--- src/hw/rtl/gsa_pkg.sv ---
// ---------------------------------------------------------------------------
// Guarded slot allocator package
// Sizes, codes and the command record passed from front to back.
// ---------------------------------------------------------------------------
`default_nettype none

package gsa_pkg;

    localparam int SLOTS            = 64;
    localparam int QUARANTINE_DEPTH = 16;
    localparam int PAGE_BYTES       = 4096;
    localparam int CMD_QUEUE_DEPTH  = 2;

    localparam int ADDR_W   = 48;
    localparam int SIZE_W   = 13;
    localparam int MAXS_W   = 12;
    localparam int RATE_W   = 32;
    localparam int RNG_W    = 64;
    localparam int SLOT_W   = $clog2(SLOTS);
    localparam int FC_W     = $clog2(SLOTS + 1);
    localparam int QH_W     = $clog2(QUARANTINE_DEPTH);
    localparam int QC_W     = $clog2(QUARANTINE_DEPTH + 1);
    localparam int PAGE_W   = $clog2(PAGE_BYTES);
    localparam int LIM_W    = PAGE_W + 1;
    localparam int STRIDE   = 3 * PAGE_BYTES;
    localparam int SPAN     = SLOTS * STRIDE;
    localparam int OFF_W    = $clog2(SPAN);
    localparam int QT_W     = OFF_W - PAGE_W;
    localparam int DIV3_S   = QT_W + 2;
    localparam int DIV3_K   = (2 ** DIV3_S) / 3 + 1;
    localparam int MAX_LIMIT = PAGE_BYTES - 32;
    localparam int CQ_W     = $clog2(CMD_QUEUE_DEPTH);
    localparam int CQC_W    = $clog2(CMD_QUEUE_DEPTH + 1);
    localparam int MODC_W   = $clog2(RATE_W);

    localparam logic [RNG_W-1:0] WEYL_STEP = 64'h9E37_79B9_7F4A_7C15;
    localparam logic [SIZE_W-1:0] DEFAULT_ALIGN = 13'd16;

    localparam int PADDR_W  = 5;
    localparam int PDATA_W  = 64;

    typedef enum logic [1:0] {
        REG_REGION_BASE = 2'd0,
        REG_MAX_SIZE    = 2'd1,
        REG_SAMPLE_RATE = 2'd2
    } t_reg_idx;

    typedef enum logic [1:0] {
        OP_SAMPLE = 2'd0,
        OP_ALLOC  = 2'd1,
        OP_FREE   = 2'd2,
        OP_FAULT  = 2'd3
    } t_op;

    typedef enum logic [1:0] {
        STS_OK         = 2'd0,
        STS_NONE       = 2'd1,
        STS_NOT_REGION = 2'd2,
        STS_DOUBLE     = 2'd3
    } t_status;

    typedef enum logic [1:0] {
        SLOT_FREE  = 2'd0,
        SLOT_INUSE = 2'd1,
        SLOT_QUAR  = 2'd2
    } t_slot_st;

    typedef struct packed {
        t_op               op;
        logic              size_ok;
        logic              in_region;
        logic [SLOT_W-1:0] idx;
        logic [SIZE_W-1:0] sz;
        logic [SIZE_W-1:0] al;
        logic              fix;
    } t_cmd;

endpackage

`default_nettype wire

--- src/hw/rtl/gsa_front.sv ---
// ---------------------------------------------------------------------------
// Guarded slot allocator front end
// Takes requests, checks size and region, maps the address to a slot.
// ---------------------------------------------------------------------------
`default_nettype none

module gsa_front (
    input  wire logic                        i_clk,
    input  wire logic                        i_rst_n,
    input  wire logic                        i_valid,
    output logic                             o_stall,
    input  wire logic [1:0]                  i_op,
    input  wire logic [gsa_pkg::SIZE_W-1:0]  i_req_size,
    input  wire logic [gsa_pkg::SIZE_W-1:0]  i_alignment,
    input  wire logic [gsa_pkg::ADDR_W-1:0]  i_address,
    input  wire logic                        i_fix_up,
    input  wire logic [gsa_pkg::ADDR_W-1:0]  i_region_base,
    input  wire logic [gsa_pkg::MAXS_W-1:0]  i_max_size,
    input  wire logic                        i_q_full,
    output logic                             o_push,
    output gsa_pkg::t_cmd                    o_cmd
);

    logic                       r_v, n_v;
    logic [1:0]                 r_op;
    logic [gsa_pkg::SIZE_W-1:0] r_sz, r_al;
    logic [gsa_pkg::ADDR_W-1:0] r_addr;
    logic                       r_fix;

    logic                                   accept;
    logic [gsa_pkg::LIM_W-1:0]              eff_max;
    logic [gsa_pkg::ADDR_W-1:0]             off;
    logic [gsa_pkg::QT_W-1:0]               pg;
    logic [gsa_pkg::QT_W+gsa_pkg::DIV3_S-1:0] prod;

    assign o_stall = r_v && i_q_full;
    assign accept  = i_valid && !o_stall;
    assign o_push  = r_v && !i_q_full;

    always_comb begin
        n_v = r_v;
        if (accept) begin
            n_v = 1'b1;
        end else if (o_push) begin
            n_v = 1'b0;
        end
    end

    always_ff @(posedge i_clk) begin
        if (!i_rst_n) begin
            r_v <= 1'b0;
        end else begin
            r_v <= n_v;
        end
    end

    always_ff @(posedge i_clk) begin
        if (accept) begin
            r_op   <= i_op;
            r_sz   <= i_req_size;
            r_al   <= i_alignment;
            r_addr <= i_address;
            r_fix  <= i_fix_up;
        end
    end

    always_comb begin
        if (i_max_size == '0 ||
            gsa_pkg::LIM_W'(i_max_size) > gsa_pkg::LIM_W'(gsa_pkg::MAX_LIMIT)) begin
            eff_max = gsa_pkg::LIM_W'(gsa_pkg::MAX_LIMIT);
        end else begin
            eff_max = gsa_pkg::LIM_W'(i_max_size);
        end
    end

    assign off  = r_addr - i_region_base;
    assign pg   = off[gsa_pkg::OFF_W-1:gsa_pkg::PAGE_W];
    assign prod = (gsa_pkg::QT_W+gsa_pkg::DIV3_S)'(pg) *
                  (gsa_pkg::QT_W+gsa_pkg::DIV3_S)'(gsa_pkg::DIV3_K);

    always_comb begin
        o_cmd.op        = gsa_pkg::t_op'(r_op);
        o_cmd.size_ok   = (r_sz != '0) &&
                          (gsa_pkg::LIM_W'(r_sz) <= eff_max);
        o_cmd.in_region = (r_addr >= i_region_base) &&
                          (off < gsa_pkg::ADDR_W'(gsa_pkg::SPAN));
        o_cmd.idx       = prod[gsa_pkg::DIV3_S +: gsa_pkg::SLOT_W];
        o_cmd.sz        = r_sz;
        o_cmd.al        = r_al;
        o_cmd.fix       = r_fix;
    end

endmodule

`default_nettype wire

--- config.mk ---
export PLATFORM = sky130hd
export DESIGN_NAME = gsa_front
export DESIGN_NICKNAME = d
export VERILOG_FILES = /design/src/hw/rtl/gsa_pkg.sv /design/src/hw/rtl/gsa_front.sv
export SDC_FILE = /design/constraint.sdc
export NUM_CORES = 1
export LEC_CHECK = 0
export BUFFER_PORTS_ARGS = -buffer_cell sky130_fd_sc_hd__buf_2
export CAP_MARGIN = 5
export CORE_UTILIZATION = 55
export CTS_BUF_LIST = sky130_fd_sc_hd__clkbuf_4 sky130_fd_sc_hd__clkbuf_8 sky130_fd_sc_hd__clkbuf_16
export DETAILED_ROUTE_END_ITERATION = 8
export GPL_ROUTABILITY_DRIVEN = 0
export GPL_TIMING_DRIVEN = 0
export PLACE_DENSITY = 0.83
export SLEW_MARGIN = 10
export SYNTH_ARGS = -nofsm -noshare
export SYNTH_HDL_FRONTEND = slang
export SYNTH_SLANG_ARGS = --single-unit
--- constraint.sdc ---
create_clock -name i_clk -period 12.9 [get_ports i_clk]
set_input_delay 0.645 -clock i_clk [delete_from_list [all_inputs] [get_ports i_clk]]
set_output_delay 0.645 -clock i_clk [all_outputs]
set_load 0.02 [all_outputs]
==> results.md <==
* Outcome: complete, no violations
* Initial detailed-routing violation count at around 470
* Post-synthesis cell area at slightly below 0.007 mm²
* DRT Wirelength at roughly 16 mm
* GRT Residual Overflow at 0
* Max Cap Violations at 0
* TNS Setup at 0 ns
* Clock skew at between 0.006 and 0.007 ns
* Unrepaired setup endpoints after global routing: false
* Layout cells sized above 1 at a little over a quarter
* Setup Buffers After CTS at 0
* Endpoints failing hold at 0
* Die Area at between 0.01 and 0.015 mm²
* Clock Sinks at slightly below 80
* Die Y at between 100 and 150 µm
* H-tree depth at 3
* Number of global-route vias before repair at between 6000 and 7000
* Synthesized area per cell at ~10 µm²
* Crit end category: primary output
* DRC at 0
* CTS Buf Count at 9
* Layout net count at 1149
* Yosys warns at 0
* Core ar. at around 0.012 mm²
* Worst-path maximum fanout at 5
* Distinct cells, synth at 78
* Initial antenna violation count at 0
* CP Data Arrival Time at 6.21 ns
* Slack of the worst reg-to-reg path at around 11 ns
* Post-synth top cells: 103 x inv_1, 97 x ha_1, 77 x edfxtp_1, 48 x a21oi_1, 48 x nand2_1
* Ant diodes at 0
* Io pins at 180
* Worst EP required at around 12 ns
* Wire length per cell at 15.2 µm
* Actual slew at the worst max-slew pin at ~0.90 ns
* Non-filler cells, final at around 1100
* Hold Crit Class: in -> reg
* TritonCTS clock tree: yes
* Cell mode on critical path: inv_1
* Max Slew Vio Count at 0
* Port buffer count at 179
* Post-synth EDFFs at 77
* Cell taking the most area after synthesis: edfxtp_1
* Most frequent cell after synthesis: inv_1
* Chip width at approximately 110 µm
* Clock buffer depth at 2
* Worst slew margin relative to its limit at roughly two fifths
* Clk pin slew, worst setup/hold paths at approximately 0.07 ns
* Slowest stage delay, CP at around 0.54 ns
* Worst Setup Start Kind: input port
* Part of the cycle the worst path needs at between 50% and 60%
* Cts hold-fix bufs at 0
* Final setup fails at 0
* Leak at 4.00 nW
* Ys flop type: edfxtp_1
* Critical-path top delay cell: fa_1
* Async SR Flop Fraction at 0%
* Cell count after synthesis at 707
* GRT Total Usage at between 20% and 30%
* Post-Syn Nets at ~960
* Seq cells post-synth at 78
* Final Critical Period at 6.86 ns
* Placed wire-length estimate at around 13 mm
* Fmax at about 150 MHz
* Row cnt at 40
* Clock Latency Late Sink at roughly 0.35 ns
* Top cell type's share of synthesized area at around a third
* Sequential-to-total area share from yosys stat at 33.9%
* Antenna Nets Post-Route at 0
* PostCTS Resize Cnt at 0
* Starting density of the core at 56.9%
* 1st-pass router iterations at 5
* Synth area leaders: edfxtp_1 34%, ha_1 18%, inv_1 5.6%, a21oi_1 3.5%, fa_1 3.2%
* Root Buffer: clkbuf_16
* Max VDD drop at about 0.17 mV
* Via/cell ratio at ~5.7
* Critical path class: in -> out
* First-pass GRT wire length at approximately 27 mm
* Synth-to-layout area growth at 22.1%
* Pwr/cell area at approximately 170 mW/mm²
* Pin count of the biggest net entering global routing at 34
* Fillers at 991
* Vias at just over 6000
* DP Cell Count at between 1000 and 1500
[worst max-delay path: cells and delay by family]
kind	cells	cell delay, ns
AND/OR/NAND/NOR	6	0.77
buffers and inverters	6	0.51
AO/OA/AOI/OAI	5	1.45
XOR/XNOR	3	0.69
adder cells (fa/ha/maj)	5	2.13
[placed cells by master (no fill, tap or decap), types with 5 or more instances in the layout]
| master | instances |
|---|---|
| nand4_1 | 28 |
| o21ai_0 | 26 |
| clkbuf_16 | 9 |
| edfxtp_1 | 77 |
| o21a_1 | 5 |
| and2_1 | 8 |
| buf_2 | 188 |
| nor2b_1 | 9 |
| nor3_1 | 7 |
| a221oi_1 | 6 |
| nand3_1 | 11 |
| o21bai_1 | 5 |
| xor2_1 | 16 |
| a21o_1 | 17 |
| inv_1 | 103 |
| xnor2_1 | 20 |
| a21oi_1 | 48 |
| nor2_1 | 35 |
| fa_1 | 11 |
| nand2_1 | 48 |
| ha_1 | 97 |
| a31oi_1 | 7 |
| a211oi_1 | 12 |
[cell type report]
cell class	count	area (µm²)	area share (%)
clock buffers	9	225	2.68
plain buffers	17	98.8	1.18
multi-input cells	509	4080	48.5
well taps	168	210	2.50
repair buffers	182	971	11.5
clock inverters	7	105	1.25
inverters	103	387	4.60
flip-flops and latches	78	2330	27.7
[state kept, by name, summed over array words and instances (netlist names)]
signal	flops
r_sz	13
r_fix	1
r_addr	48
r_op	2
r_al	13
r_v	1
[metrics by stage]
stage / worst slack [ns] / hold slack [ns] / power [mW] / area (µm²) / utilization, %
detailed placement: 6.04 / 0.685 / 1.14 / 8080 / 66.7
floorplan: 6.69 / 0.713 / 0.922 / 6890 / -
CTS: 6.03 / 0.457 / 1.43 / 8410 / 69.4
global route: 5.64 / 0.459 / 1.54 / 8410 / 69.4
finish: 6.04 / 0.463 / 1.43 / 8410 / 69.4
global placement: 6.16 / 0.581 / 1.11 / 7990 / 66.0
[routing by layer]
layer	GRT usage, %	wire length, µm
met1	31.3	6890
met2	46.7	8020
met3	5.26	1110
met4	9.61	306
met5	0	0
[path summary, 6_finish.rpt]
kind	from	cells after the start	to
setup reg to reg	r_v	4	r_addr[11]
hold / removal	i_address[14]	1	r_addr[14]
setup / recovery	i_region_base[1]	25	o_cmd[32]
hold reg to reg	r_v	2	r_v
[report_power, final]
| group | total, mW | leakage (nW) | internal, mW | switching [mW] |
|---|---|---|---|---|
| logic | 0.838 | 3.09 | 0.344 | 0.494 |
| clock network | 0.287 | 0.159 | 0.173 | 0.114 |
| registers | 0.302 | 0.753 | 0.296 | 0.00571 |
| total | 1.43 | 4.00 | 0.812 | 0.614 |
[kinds of logic after synthesis]
kind of cell / synth area share (%)
DFF: 33.9
adders and majority gates: 20.8
AOI/OAI and AO/OA: 18.8
buffers and inverters: 7.05
xor gates and xnor gates: 4.58
and+or+nand+nor: 13.8
muxes: 1.07
Power figures use the tool's default switching activity.
