--- config.mk ---
export PLATFORM = sky130hd
export DESIGN_NAME = gsa_queue
export DESIGN_NICKNAME = d
export VERILOG_FILES = /design/src/hw/rtl/gsa_pkg.sv /design/src/hw/rtl/gsa_queue.sv
export SDC_FILE = /design/constraint.sdc
export NUM_CORES = 1
export LEC_CHECK = 0
export ABC_AREA = 1
export ABC_CLOCK_PERIOD_IN_PS = 2900
export BUFFER_PORTS_ARGS = -buffer_cell sky130_fd_sc_hd__buf_2
export CELL_PAD_IN_SITES_DETAIL_PLACEMENT = 2
export CELL_PAD_IN_SITES_GLOBAL_PLACEMENT = 2
export CORE_ASPECT_RATIO = 0.6
export CORE_MARGIN = 2
export CORE_UTILIZATION = 38
export DETAILED_ROUTE_END_ITERATION = 7
export GPL_TIMING_DRIVEN = 0
export PLACE_DENSITY_LB_ADDON = 0.1
export SLEW_MARGIN = 15
export SYNTH_ARGS = -nofsm -noshare
export SYNTH_HDL_FRONTEND = slang
export SYNTH_SLANG_ARGS = --single-unit
--- constraint.sdc ---
create_clock -name i_clk -period 2.9 [get_ports i_clk]
set_clock_uncertainty 0.05 [all_clocks]
set_input_delay 0.29 -clock i_clk [delete_from_list [all_inputs] [get_ports i_clk]]
set_output_delay 0.29 -clock i_clk [all_outputs]
set_load 0.05 [all_outputs]
--- src/hw/rtl/gsa_pkg.sv ---
// ---------------------------------------------------------------------------
// Guarded slot allocator package
// Sizes, codes and the command record passed from front to back.
// ---------------------------------------------------------------------------
`default_nettype none

package gsa_pkg;

    localparam int SLOTS            = 64;
    localparam int QUARANTINE_DEPTH = 16;
    localparam int PAGE_BYTES       = 4096;
    localparam int CMD_QUEUE_DEPTH  = 2;

    localparam int ADDR_W   = 48;
    localparam int SIZE_W   = 13;
    localparam int MAXS_W   = 12;
    localparam int RATE_W   = 32;
    localparam int RNG_W    = 64;
    localparam int SLOT_W   = $clog2(SLOTS);
    localparam int FC_W     = $clog2(SLOTS + 1);
    localparam int QH_W     = $clog2(QUARANTINE_DEPTH);
    localparam int QC_W     = $clog2(QUARANTINE_DEPTH + 1);
    localparam int PAGE_W   = $clog2(PAGE_BYTES);
    localparam int LIM_W    = PAGE_W + 1;
    localparam int STRIDE   = 3 * PAGE_BYTES;
    localparam int SPAN     = SLOTS * STRIDE;
    localparam int OFF_W    = $clog2(SPAN);
    localparam int QT_W     = OFF_W - PAGE_W;
    localparam int DIV3_S   = QT_W + 2;
    localparam int DIV3_K   = (2 ** DIV3_S) / 3 + 1;
    localparam int MAX_LIMIT = PAGE_BYTES - 32;
    localparam int CQ_W     = $clog2(CMD_QUEUE_DEPTH);
    localparam int CQC_W    = $clog2(CMD_QUEUE_DEPTH + 1);
    localparam int MODC_W   = $clog2(RATE_W);

    localparam logic [RNG_W-1:0] WEYL_STEP = 64'h9E37_79B9_7F4A_7C15;
    localparam logic [SIZE_W-1:0] DEFAULT_ALIGN = 13'd16;

    localparam int PADDR_W  = 5;
    localparam int PDATA_W  = 64;

    typedef enum logic [1:0] {
        REG_REGION_BASE = 2'd0,
        REG_MAX_SIZE    = 2'd1,
        REG_SAMPLE_RATE = 2'd2
    } t_reg_idx;

    typedef enum logic [1:0] {
        OP_SAMPLE = 2'd0,
        OP_ALLOC  = 2'd1,
        OP_FREE   = 2'd2,
        OP_FAULT  = 2'd3
    } t_op;

    typedef enum logic [1:0] {
        STS_OK         = 2'd0,
        STS_NONE       = 2'd1,
        STS_NOT_REGION = 2'd2,
        STS_DOUBLE     = 2'd3
    } t_status;

    typedef enum logic [1:0] {
        SLOT_FREE  = 2'd0,
        SLOT_INUSE = 2'd1,
        SLOT_QUAR  = 2'd2
    } t_slot_st;

    typedef struct packed {
        t_op               op;
        logic              size_ok;
        logic              in_region;
        logic [SLOT_W-1:0] idx;
        logic [SIZE_W-1:0] sz;
        logic [SIZE_W-1:0] al;
        logic              fix;
    } t_cmd;

endpackage

`default_nettype wire

--- src/hw/rtl/gsa_queue.sv ---
// ---------------------------------------------------------------------------
// Guarded slot allocator command queue
// Short FIFO of classified requests between front and back.
// ---------------------------------------------------------------------------
`default_nettype none

module gsa_queue (
    input  wire logic          i_clk,
    input  wire logic          i_rst_n,
    input  wire logic          i_push,
    input  gsa_pkg::t_cmd      i_cmd,
    output logic               o_full,
    input  wire logic          i_pop,
    output logic               o_valid,
    output gsa_pkg::t_cmd      o_cmd
);

    gsa_pkg::t_cmd r_mem [gsa_pkg::CMD_QUEUE_DEPTH];
    logic [gsa_pkg::CQ_W-1:0]  r_wp, n_wp, r_rp, n_rp;
    logic [gsa_pkg::CQC_W-1:0] r_cnt, n_cnt;
    logic                      do_push, do_pop;

    assign o_full  = r_cnt == gsa_pkg::CQC_W'(gsa_pkg::CMD_QUEUE_DEPTH);
    assign o_valid = r_cnt != '0;
    assign o_cmd   = r_mem[r_rp];
    assign do_push = i_push && !o_full;
    assign do_pop  = i_pop && o_valid;

    always_comb begin
        n_wp  = r_wp;
        n_rp  = r_rp;
        n_cnt = r_cnt;
        if (do_push) begin
            n_wp = (r_wp == gsa_pkg::CQ_W'(gsa_pkg::CMD_QUEUE_DEPTH - 1)) ? '0 : r_wp + 1'b1;
        end
        if (do_pop) begin
            n_rp = (r_rp == gsa_pkg::CQ_W'(gsa_pkg::CMD_QUEUE_DEPTH - 1)) ? '0 : r_rp + 1'b1;
        end
        if (do_push && !do_pop) begin
            n_cnt = r_cnt + 1'b1;
        end else if (do_pop && !do_push) begin
            n_cnt = r_cnt - 1'b1;
        end
    end

    always_ff @(posedge i_clk) begin
        if (!i_rst_n) begin
            r_wp  <= '0;
            r_rp  <= '0;
            r_cnt <= '0;
        end else begin
            r_wp  <= n_wp;
            r_rp  <= n_rp;
            r_cnt <= n_cnt;
        end
    end

    always_ff @(posedge i_clk) begin
        if (do_push) begin
            r_mem[r_wp] <= i_cmd;
        end
    end

endmodule

`default_nettype wire

==> results.py, run 1 <==
metrics = {
    "global_route": {
        "grt_pass1_vias": 1872,
        "antenna_found_initial": 0,
        "gr-total-overflow": 0,
        "grt_max_degree": 29,
        "grt_usage_pct": 16.14,
        "grt_first_pass_wirelength_um": 10010,
    },
    "worst_setup_path": {
        "cp-start-kind": "flop",
        "r2r_cells": 9,
        "regToRegStartpoint": "r_cnt[1]",
        "cp_cell_sequence": "buf_6, buf_12, mux2_4, buf_2",
        "worstSetupEndpointType": "primary output",
        "cpPeakStageDelay_ns": 0.32,
        "r2r_slack_ns": 1.11,
        "worstSetupPathType": "reg -> out",
        "arrival_ns": 1.54,
        "cp_max_fo": 10,
        "r2r-end": "r_cnt[1]",
        "cp_slowest_cell": "dfxtp_1",
        "critPathBufInv": 3,
        "cp.required_ns": 2.56,
        "path_delay_family": "buffers and inverters",
    },
    "power": {
        "power_frac_comb_pct": 36.4,
        "p_sw_uw": 1455,
        "power_density_nw_per_um2": 1002,
        "p_sw_share_pct": 37.05,
        "vdd_drop_max_v": 0.0005439,
        "pwr-share-seq_pct": 38.3,
        "p_clk_share_pct": 25.3,
        "intPower_uw": 2473,
        "power.leakage_uw": 0.001547,
        "p_total_uw": 3929,
    },
    "cts": {
        "cts_resized": 0,
        "clockRootBuffer": "clkbuf_16",
        "cts_max_path_buffers": 2,
        "numClockSinks": 79,
        "clk_latency_ns": 0.33,
        "cts_tree": "built",
        "numCtsBuffers": 9,
        "clk_pin_slew_worst_paths_ns": 0.06,
        "htree_levels": 3,
        "cts_setup_buffers": 0,
        "cts_hold_buffers": 0,
    },
    "floorplanning": {
        "fp.dieH_um": 73.60,
        "rows": 25,
        "die-area_um2": 8832,
        "io_pins": 80,
        "start_util_pct": 39.08,
        "coreArea_um2": 7851,
        "die_w_um": 120,
    },
    "placed_design": {
        "hpwl_um": 4551,
        "pre_cts_ws_ns": 1.126,
        "gp_congestion": 0.7322,
        "portBuffers": 79,
    },
    "layout": {
        "final_nets": 286,
        "drive_gt1_share_pct": 55.82,
        "n_antenna_cell": 0,
        "fillers": 722,
        "area_growth_pct": 27.73,
    },
    "timing": {
        "min_period_ns": 1.879,
        "setup_slack_ns": 1.021,
        "setup_violations": 0,
        "min_period_over_period_pct": 64.79,
        "worstMarginPinSlew_ns": 0.4031,
        "fin_hold_ws_ns": 0.09029,
        "fmax_ghz": 0.5322,
        "setup_tns_ns": 0,
        "slew-limit-headroom_pct": 73.06,
        "rsz0062_at_grt": "no",
        "finalMaxSlewViolations": 0,
        "hold_viol": 0,
    },
    "hold_path": {
        "hp-start": "i_cmd[0]",
        "hp-class": "in -> reg",
        "hold_path_end": "r_mem[0][0]",
        "holdPathStages": 1,
    },
    "run": {
        "cap_violations": 0,
    },
    "synthesis": {
        "syn_nets": 194,
        "synthTopCellsByCount": "74 x edfxtp_1, 30 x mux2_4, 9 x nor2_1",
        "synth_edf_count": 74,
        "synth_flop_cell": "edfxtp_1",
        "yosysMostFrequentCell": "edfxtp_1",
        "synthCells": 152,
        "synth_cell_type_count": 16,
        "async_flop_share_pct": 0,
        "yosys.area.top_type": "edfxtp_1",
        "synth_area_leaders": "edfxtp_1 72%, mux2_4 15%, dfxtp_1 3.3%",
        "ys_ff_latch": 79,
        "avgSynthCellArea_um2": 20.18,
        "yosys.area.top_type_share_pct": 72.43,
        "netlist_area_um2": 3068,
        "ys_seq_area_share_pct": 75.69,
        "yosys_warnings": 0,
    },
    "drt": {
        "drtAntennaViolNets": 0,
        "vias_per_cell": 4.605,
        "first_iter_violations": 59,
        "routedWlPerCell_um": 18.24,
        "vias": 1644,
        "dr.pass1.iters": 2,
        "drt_wl_total_um": 6513,
        "route.detailed.drc": 0,
    },
    "run_status": {
        "outcome": "completed",
    },
}
## state kept, by name (all words and copies together) (netlist names), named ones only
signal	count
r_wp	1
r_cnt	2
r_rp	1
r_mem	74
## stage by stage
stage	utilization, %	cells	cell area (µm²)
finish	49.91	357	3919
global route	49.91	357	3919
CTS	49.91	357	3919
detailed placement	46.53	341	3654
global placement	45.83	339	3598
floorplan	-	152	3068
## power by group through the flow
stage | sequential (µW) | combinational, µW | clock (µW)
after global routing | 1520 | 1500 | 1080
final | 1500 | 1430 | 996
after CTS | 1510 | 1450 | 1030
after detailed placement | 1530 | 1440 | 0
after floorplan | 1510 | 1120 | 0
after global placement | 1520 | 1360 | 0
## cell families (layout without fill, tap and decap cells)
kind of cell | count (synthesis) | count (layout) | share of synthesized area, %
AO/OA/AOI/OAI | 5 | 5 | 1.020
adder cells (fa/ha/maj) | 1 | 1 | 0.4078
buffers and inverters | 12 | 109 | 3.304
flip-flops | 79 | 79 | 75.69
multiplexers | 37 | 37 | 17.25
AND/OR/NAND/NOR | 18 | 18 | 2.325
## area by class of cell
type                       count  area, µm²  area share [%]
sequential                    79       2322           59.26
multi-input combinational     61      659.4           16.83
timing repair buffer          81      435.4           11.11
clock buffer                   9      225.2           5.747
tap                          108      135.1           3.448
buffer                         4      71.32           1.820
clock inverter                 7      40.04           1.022
inverter                       8      30.03          0.7663
## how the worst max path moves through the flow
stage          cells after the start          end  slack, ns
3_3_place_gp                       3  r_mem[0][3]      -0.48
6_report                           4    o_cmd[27]       1.02
4_1_cts                            4    o_cmd[27]        1.0
2_1_floorplan                      3  r_mem[1][0]       0.37
3_5_place_dp                       9     r_cnt[1]       1.13
5_1_grt                            9     r_cnt[1]       0.95
## routing by layer
layer / vias to the layer above / wire length, µm / global-route usage [%]
met3: 13 / 395 / 7.065
met1: 828 / 2577 / 16.57
li1: 757 / - / -
met4: 0 / 113 / 7.059
met2: 46 / 3426 / 29.17
met5: - / 0 / 0
## cell usage in the layout, fill, tap and decap left out
cell        instances
buf_2              79
edfxtp_1           74
mux2_4             30
clkbuf_16           9
inv_1               8
mux2_2              7
nand2_1             7
nor2_1              7
buf_12              5
dfxtp_1             5
clkinvlp_4          3
nor2_4              2
o21ai_0             2
clkinv_2            2
clkinv_1            2
buf_6               1
o21ai_2             1
o21a_1              1
a21oi_1             1
nand3_1             1
nand4_1             1
ha_1                1
(Power assumes the default switching activity.)
==> inputs of run 2 (changes only) <==
--- a/config.mk
+++ b/config.mk
@@ -6,7 +6,7 @@
 export NUM_CORES = 1
 export LEC_CHECK = 0
 export ABC_AREA = 1
-export ABC_CLOCK_PERIOD_IN_PS = 2900
+export ABC_CLOCK_PERIOD_IN_PS = 1800
 export BUFFER_PORTS_ARGS = -buffer_cell sky130_fd_sc_hd__buf_2
 export CELL_PAD_IN_SITES_DETAIL_PLACEMENT = 2
 export CELL_PAD_IN_SITES_GLOBAL_PLACEMENT = 2
==> constraint.sdc (replaced) <==
create_clock -name i_clk -period 1.8 [get_ports i_clk]
set_clock_uncertainty 0.05 [all_clocks]
set_input_delay 0.18 -clock i_clk [delete_from_list [all_inputs] [get_ports i_clk]]
set_output_delay 0.18 -clock i_clk [all_outputs]
set_load 0.05 [all_outputs]
==> results.py, run 2 (synthesized netlist as in run 1, its figures left out) <==
metrics = {
    "layout": {
        "top_register": "r_mem",
        "fin_cells": 395,
        "reg_top3": "r_mem (74), r_cnt (2)",
        "largest_reg_flops": 74,
        "drive_gt1_share_pct": 48.43,
        "area_growth_pct": 42.25,
        "final_nets": 324,
        "mostFrequentLayoutCells": "76 x buf_2, 74 x edfxtp_1, 37 x dlygate4sd3_1",
        "n_antenna_cell": 0,
        "utilization_pct": 55.59,
        "fin_area_um2": 4364,
        "final_common_cell": "buf_2",
    },
    "cts": {
        "clk_latency_ns": 0.32,
        "cts_max_path_buffers": 2,
        "htree_levels": 3,
        "clk_pin_slew_worst_paths_ns": 0.06,
        "numClockSinks": 79,
        "numCtsBuffers": 9,
        "clockRootBuffer": "clkbuf_16",
        "cts_tree": "built",
    },
    "timing": {
        "setup_tns_ns": 0,
        "setup_violations": 0,
        "slew-limit-headroom_pct": 63.71,
        "worstMarginPinSlew_ns": 0.5430,
        "finalMaxSlewViolations": 0,
        "fmax_ghz": 0.5739,
        "min_period_ns": 1.743,
        "setup_slack_ns": 0.05745,
        "hold_viol": 0,
        "min_period_over_period_pct": 96.81,
    },
    "drt": {
        "routedWlPerCell_um": 17.12,
        "vias_per_cell": 4.456,
        "drt_wl_total_um": 6764,
        "drtAntennaViolNets": 0,
        "first_iter_violations": 76,
        "dr.pass1.iters": 3,
        "route.detailed.drc": 0,
        "vias": 1760,
    },
    "placed_design": {
        "pre_cts_ws_ns": 0.1103,
        "portBuffers": 79,
        "placed_area_um2": 3669,
        "hpwl_um": 4497,
        "gp_congestion": 0.6819,
        "dp.cells": 341,
    },
    "global_route": {
        "grt_first_pass_wirelength_um": 10440,
        "grt_usage_pct": 16.27,
        "grt_max_degree": 24,
        "grt_pass1_vias": 1920,
        "gr-total-overflow": 0,
        "antenna_found_initial": 0,
    },
    "power": {
        "power_density_nw_per_um2": 1507,
        "power.leakage_uw": 0.001741,
        "vdd_drop_max_v": 0.0007539,
    },
    "worst_setup_path": {
        "regToRegStartpoint": "r_cnt[1]",
        "endpoint": "o_cmd[9]",
        "cp-start-kind": "flop",
        "r2r_slack_ns": 0.13,
        "cp.required_ns": 1.57,
        "cp_max_fo": 10,
        "worstSetupEndpointType": "primary output",
        "worstSetupPathType": "reg -> out",
        "r2r-end": "r_mem[1][32]",
        "r2r_cells": 4,
        "arrival_ns": 1.51,
    },
    "floorplanning": {
        "fp.dieH_um": 73.60,
        "rows": 25,
        "coreArea_um2": 7851,
        "die-area_um2": 8832,
        "start_util_pct": 39.08,
        "die_w_um": 120,
        "io_pins": 80,
    },
    "run": {
        "cap_violations": 0,
    },
    "hold_path": {
        "hp-class": "in -> reg",
    },
    "run_status": {
        "outcome": "completed",
    },
}
==> run 2: cell count changes in the layout (fill, tap and decap cells not counted), sizes merged <==
| cell | delta |
|---|---|
| clkinvlp | -3 |
| dlygate4sd3 | +37 |
| bufinv | +1 |
| buf | +1 |
| clkbuf | +2 |
==> run 2: power by group <==
group,internal [µW],switching (µW)
Clock,1060,648
Combinational,858,1580
Sequential,2330,103
==> run 2: metrics by stage <==
stage | hold slack, ns | power [µW]
floorplan | 0.2289 | 4239
global placement | 0.3166 | 4625
detailed placement | 0.3220 | 4791
CTS | 0.0002440 | 6579
global route | 0.1032 | 6843
finish | 0.08861 | 6577
==> run 2: worst min path at each step <==
| stage | slack, ns | depth (start not counted) | endpoint | start |
|---|---|---|---|---|
| finish | 0.09 | 3 | r_cnt[1] | i_rst_n |
| global route | 0.10 | 3 | r_cnt[1] | i_rst_n |
| CTS | 0.0002 | 1 | r_mem[1][13] | i_cmd[13] |
| detailed placement | 0.32 | 1 | r_mem[0][35] | i_cmd[35] |
| global placement | 0.32 | 1 | r_mem[0][24] | i_cmd[24] |
| floorplan | 0.23 | 0 | r_mem[0][0] | i_cmd[0] |
==> run 2: what timing repair did <==
| action | in CTS | in global routing |
|---|---|---|
| resized for setup | 0 | 9 |
| setup endpoints to repair | 0 | 32 |
| endpoints found under the hold margin | 72 | 1 |
| hold buffers | 36 | 1 |
| setup buffers | 0 | 1 |
==> run 2: worst max-delay path, cell delays in order (launching register included) <==
cell     delay [ns]
dfxtp_1        0.36
buf_12         0.16
buf_12         0.15
mux2_4         0.30
buf_2          0.21
==> run 2: area by class of cell <==
| cell class | count | area [µm²] |
|---|---|---|
| inverters | 8 | 30.03 |
| fillers | 695 | 3487 |
| repair buffers | 119 | 848.3 |
| clock buffers | 11 | 232.7 |
| multi-input cells | 61 | 666.9 |
| well taps | 108 | 135.1 |
| flip-flops and latches | 79 | 2322 |
| clock inverters | 5 | 48.80 |
| plain buffers | 4 | 80.08 |
==> run 2: routing by layer <==
| metal | global-route usage [%] | up-vias | part of all wire [%] |
|---|---|---|---|
| met2 | 29.42 | 46 | 52 |
| li1 | - | 835 | - |
| met1 | 17.65 | 871 | 41 |
| met3 | 6.599 | 8 | 5.6 |
| met5 | 0 | - | 0 |
| met4 | 5.490 | 0 | 1.3 |
==> inputs of run 3 (changes only) <==
--- a/config.mk
+++ b/config.mk
@@ -8,11 +8,11 @@
 export ABC_AREA = 1
 export ABC_CLOCK_PERIOD_IN_PS = 1800
 export BUFFER_PORTS_ARGS = -buffer_cell sky130_fd_sc_hd__buf_2
-export CELL_PAD_IN_SITES_DETAIL_PLACEMENT = 2
-export CELL_PAD_IN_SITES_GLOBAL_PLACEMENT = 2
+export CELL_PAD_IN_SITES_DETAIL_PLACEMENT = 0
+export CELL_PAD_IN_SITES_GLOBAL_PLACEMENT = 1
 export CORE_ASPECT_RATIO = 0.6
 export CORE_MARGIN = 2
-export CORE_UTILIZATION = 38
+export CORE_UTILIZATION = 44
 export DETAILED_ROUTE_END_ITERATION = 7
 export GPL_TIMING_DRIVEN = 0
 export PLACE_DENSITY_LB_ADDON = 0.1
==> results.py, run 3 (synthesized netlist as in run 1, its figures left out) <==
metrics = {
    "run_status": {
        "outcome": "completed",
    },
    "hold_path": {
        "hp-start": "i_rst_n",
        "hold_path_end": "r_cnt[1]",
        "hp-class": "in -> reg",
        "holdPathStages": 3,
    },
    "worst_setup_path": {
        "r2r-end": "r_cnt[1]",
        "r2r_cells": 9,
        "worstSetupEndpointType": "primary output",
        "path_delay_family": "buffers and inverters",
        "cp_max_fo": 10,
        "r2r_slack_ns": 0.15,
        "regToRegStartpoint": "r_cnt[1]",
        "critPathBufInv": 3,
        "cp_slowest_cell": "dfxtp_1",
        "cp_cell_sequence": "buf_8, buf_12, mux2_4, buf_2",
        "arrival_ns": 1.52,
        "cp-start-kind": "flop",
        "cp.required_ns": 1.57,
        "worstSetupPathType": "reg -> out",
        "cpPeakStageDelay_ns": 0.34,
    },
    "power": {
        "vdd_drop_max_v": 0.0008389,
        "power.leakage_uw": 0.001721,
        "power_density_nw_per_um2": 1470,
        "p_total_uw": 6369,
    },
    "placed_design": {
        "placed_area_um2": 3642,
        "hpwl_um": 3535,
        "portBuffers": 79,
        "gp_congestion": 0.6689,
    },
    "floorplanning": {
        "fp.dieH_um": 68.68,
        "rows": 23,
        "io_pins": 80,
        "coreArea_um2": 6705,
        "die-area_um2": 7678,
        "start_util_pct": 45.75,
        "die_w_um": 111.8,
    },
    "timing": {
        "setup_tns_ns": 0,
        "hold_viol": 0,
        "finalMaxSlewViolations": 0,
        "min_period_over_period_pct": 97.06,
        "fmax_ghz": 0.5724,
        "slew-limit-headroom_pct": 81.94,
        "rsz0062_at_grt": "no",
        "worstMarginPinSlew_ns": 0.2705,
        "min_period_ns": 1.747,
        "setup_violations": 0,
    },
    "cts": {
        "cts_max_path_buffers": 2,
        "numClockSinks": 79,
        "clk_latency_ns": 0.32,
        "cts_tree": "built",
        "clk_pin_slew_worst_paths_ns": 0.05,
        "htree_levels": 3,
        "numCtsBuffers": 9,
        "clockRootBuffer": "clkbuf_16",
    },
    "global_route": {
        "grt_first_pass_wirelength_um": 8211,
        "grt_max_degree": 20,
        "gr-total-overflow": 0,
        "grt_pass1_vias": 1786,
        "antenna_found_initial": 0,
        "grt_usage_pct": 14.61,
    },
    "drt": {
        "first_iter_violations": 61,
        "route.detailed.drc": 0,
        "drt_wl_total_um": 5325,
        "dr.pass1.iters": 4,
        "drtAntennaViolNets": 0,
        "vias_per_cell": 4.584,
        "vias": 1719,
        "routedWlPerCell_um": 14.20,
    },
    "layout": {
        "n_antenna_cell": 0,
        "fin_area_um2": 4333,
        "final_nets": 325,
        "largest_reg_flops": 74,
        "area_growth_pct": 41.23,
        "mostFrequentLayoutCells": "78 x buf_2, 74 x edfxtp_1, 37 x dlygate4sd3_1",
        "fillers": 498,
        "final_common_cell": "buf_2",
        "reg_top3": "r_mem (74), r_cnt (2)",
        "top_register": "r_mem",
        "drive_gt1_share_pct": 48.61,
        "utilization_pct": 64.62,
    },
    "run": {
        "cap_violations": 0,
    },
}
run 3: changes by cell type in the layout (fill, tap and decap cells not counted), sizes merged:
cell / change
clkinv: -2
clkinvlp: +4
bufinv: -1
run 3: power breakdown:
| group | switching (µW) | internal, µW |
|---|---|---|
| registers | 94.0 | 2320 |
| logic | 1540 | 854 |
| clock network | 640 | 922 |
run 3: per-layer routing:
layer  vias to the layer above  routed length, µm  track usage [%]
met4                         0                 72            7.407
met2                        50               2663            24.85
met1                       825               2256            16.30
met5                         -                  0                0
li1                        837                  -                -
met3                         7                333            6.206
run 3: final cells by class:
| type | count | area (µm²) | share of cell area [%] |
|---|---|---|---|
| flip-flops and latches | 79 | 2322 | 53.60 |
| repair buffers | 120 | 863.3 | 19.92 |
| multi-input cells | 61 | 666.9 | 15.39 |
| clock buffers | 10 | 229.0 | 5.284 |
| well taps | 87 | 108.9 | 2.512 |
| plain buffers | 4 | 75.07 | 1.733 |
| clock inverters | 6 | 37.54 | 0.8663 |
| inverters | 8 | 30.03 | 0.6930 |
run 3: per-stage QoR:
step                      setup slack (ns)  hold WS (ns)  instances
after floorplan                    -0.1227        0.2289        152
after global placement             -0.6143        0.3169        318
after detailed placement           0.06645        0.3210        320
after CTS                          0.02847       0.06844        373
after global routing            0.00009814       0.07880        375
final                              0.05291       0.07894        375
run 3: worst max-delay path by stage:
stage,from,end,slack (ns),cells past startpoint
floorplan,r_cnt[1],r_mem[0][0],-0.12,3
global placement,r_cnt[1],r_mem[0][30],-0.61,3
detailed placement,r_cnt[1],r_mem[0][19],0.07,4
CTS,flop,o_cmd[25],0.03,4
global route,flop,o_cmd[2],0.0001,4
finish,flop,o_cmd[25],0.05,4
run 3: repair_timing:
action,CTS,global route
resized for setup,0,3
hold endpoints to repair,74,0
endpoints found under the setup margin,0,40
hold buffers,37,0
buffers inserted,0,2
run 3: worst min-delay path, delay by kind of cell:
kind	cells	cell delay, ns
and+or+nand+nor	2	0.11
buffers and inverters	1	0.12
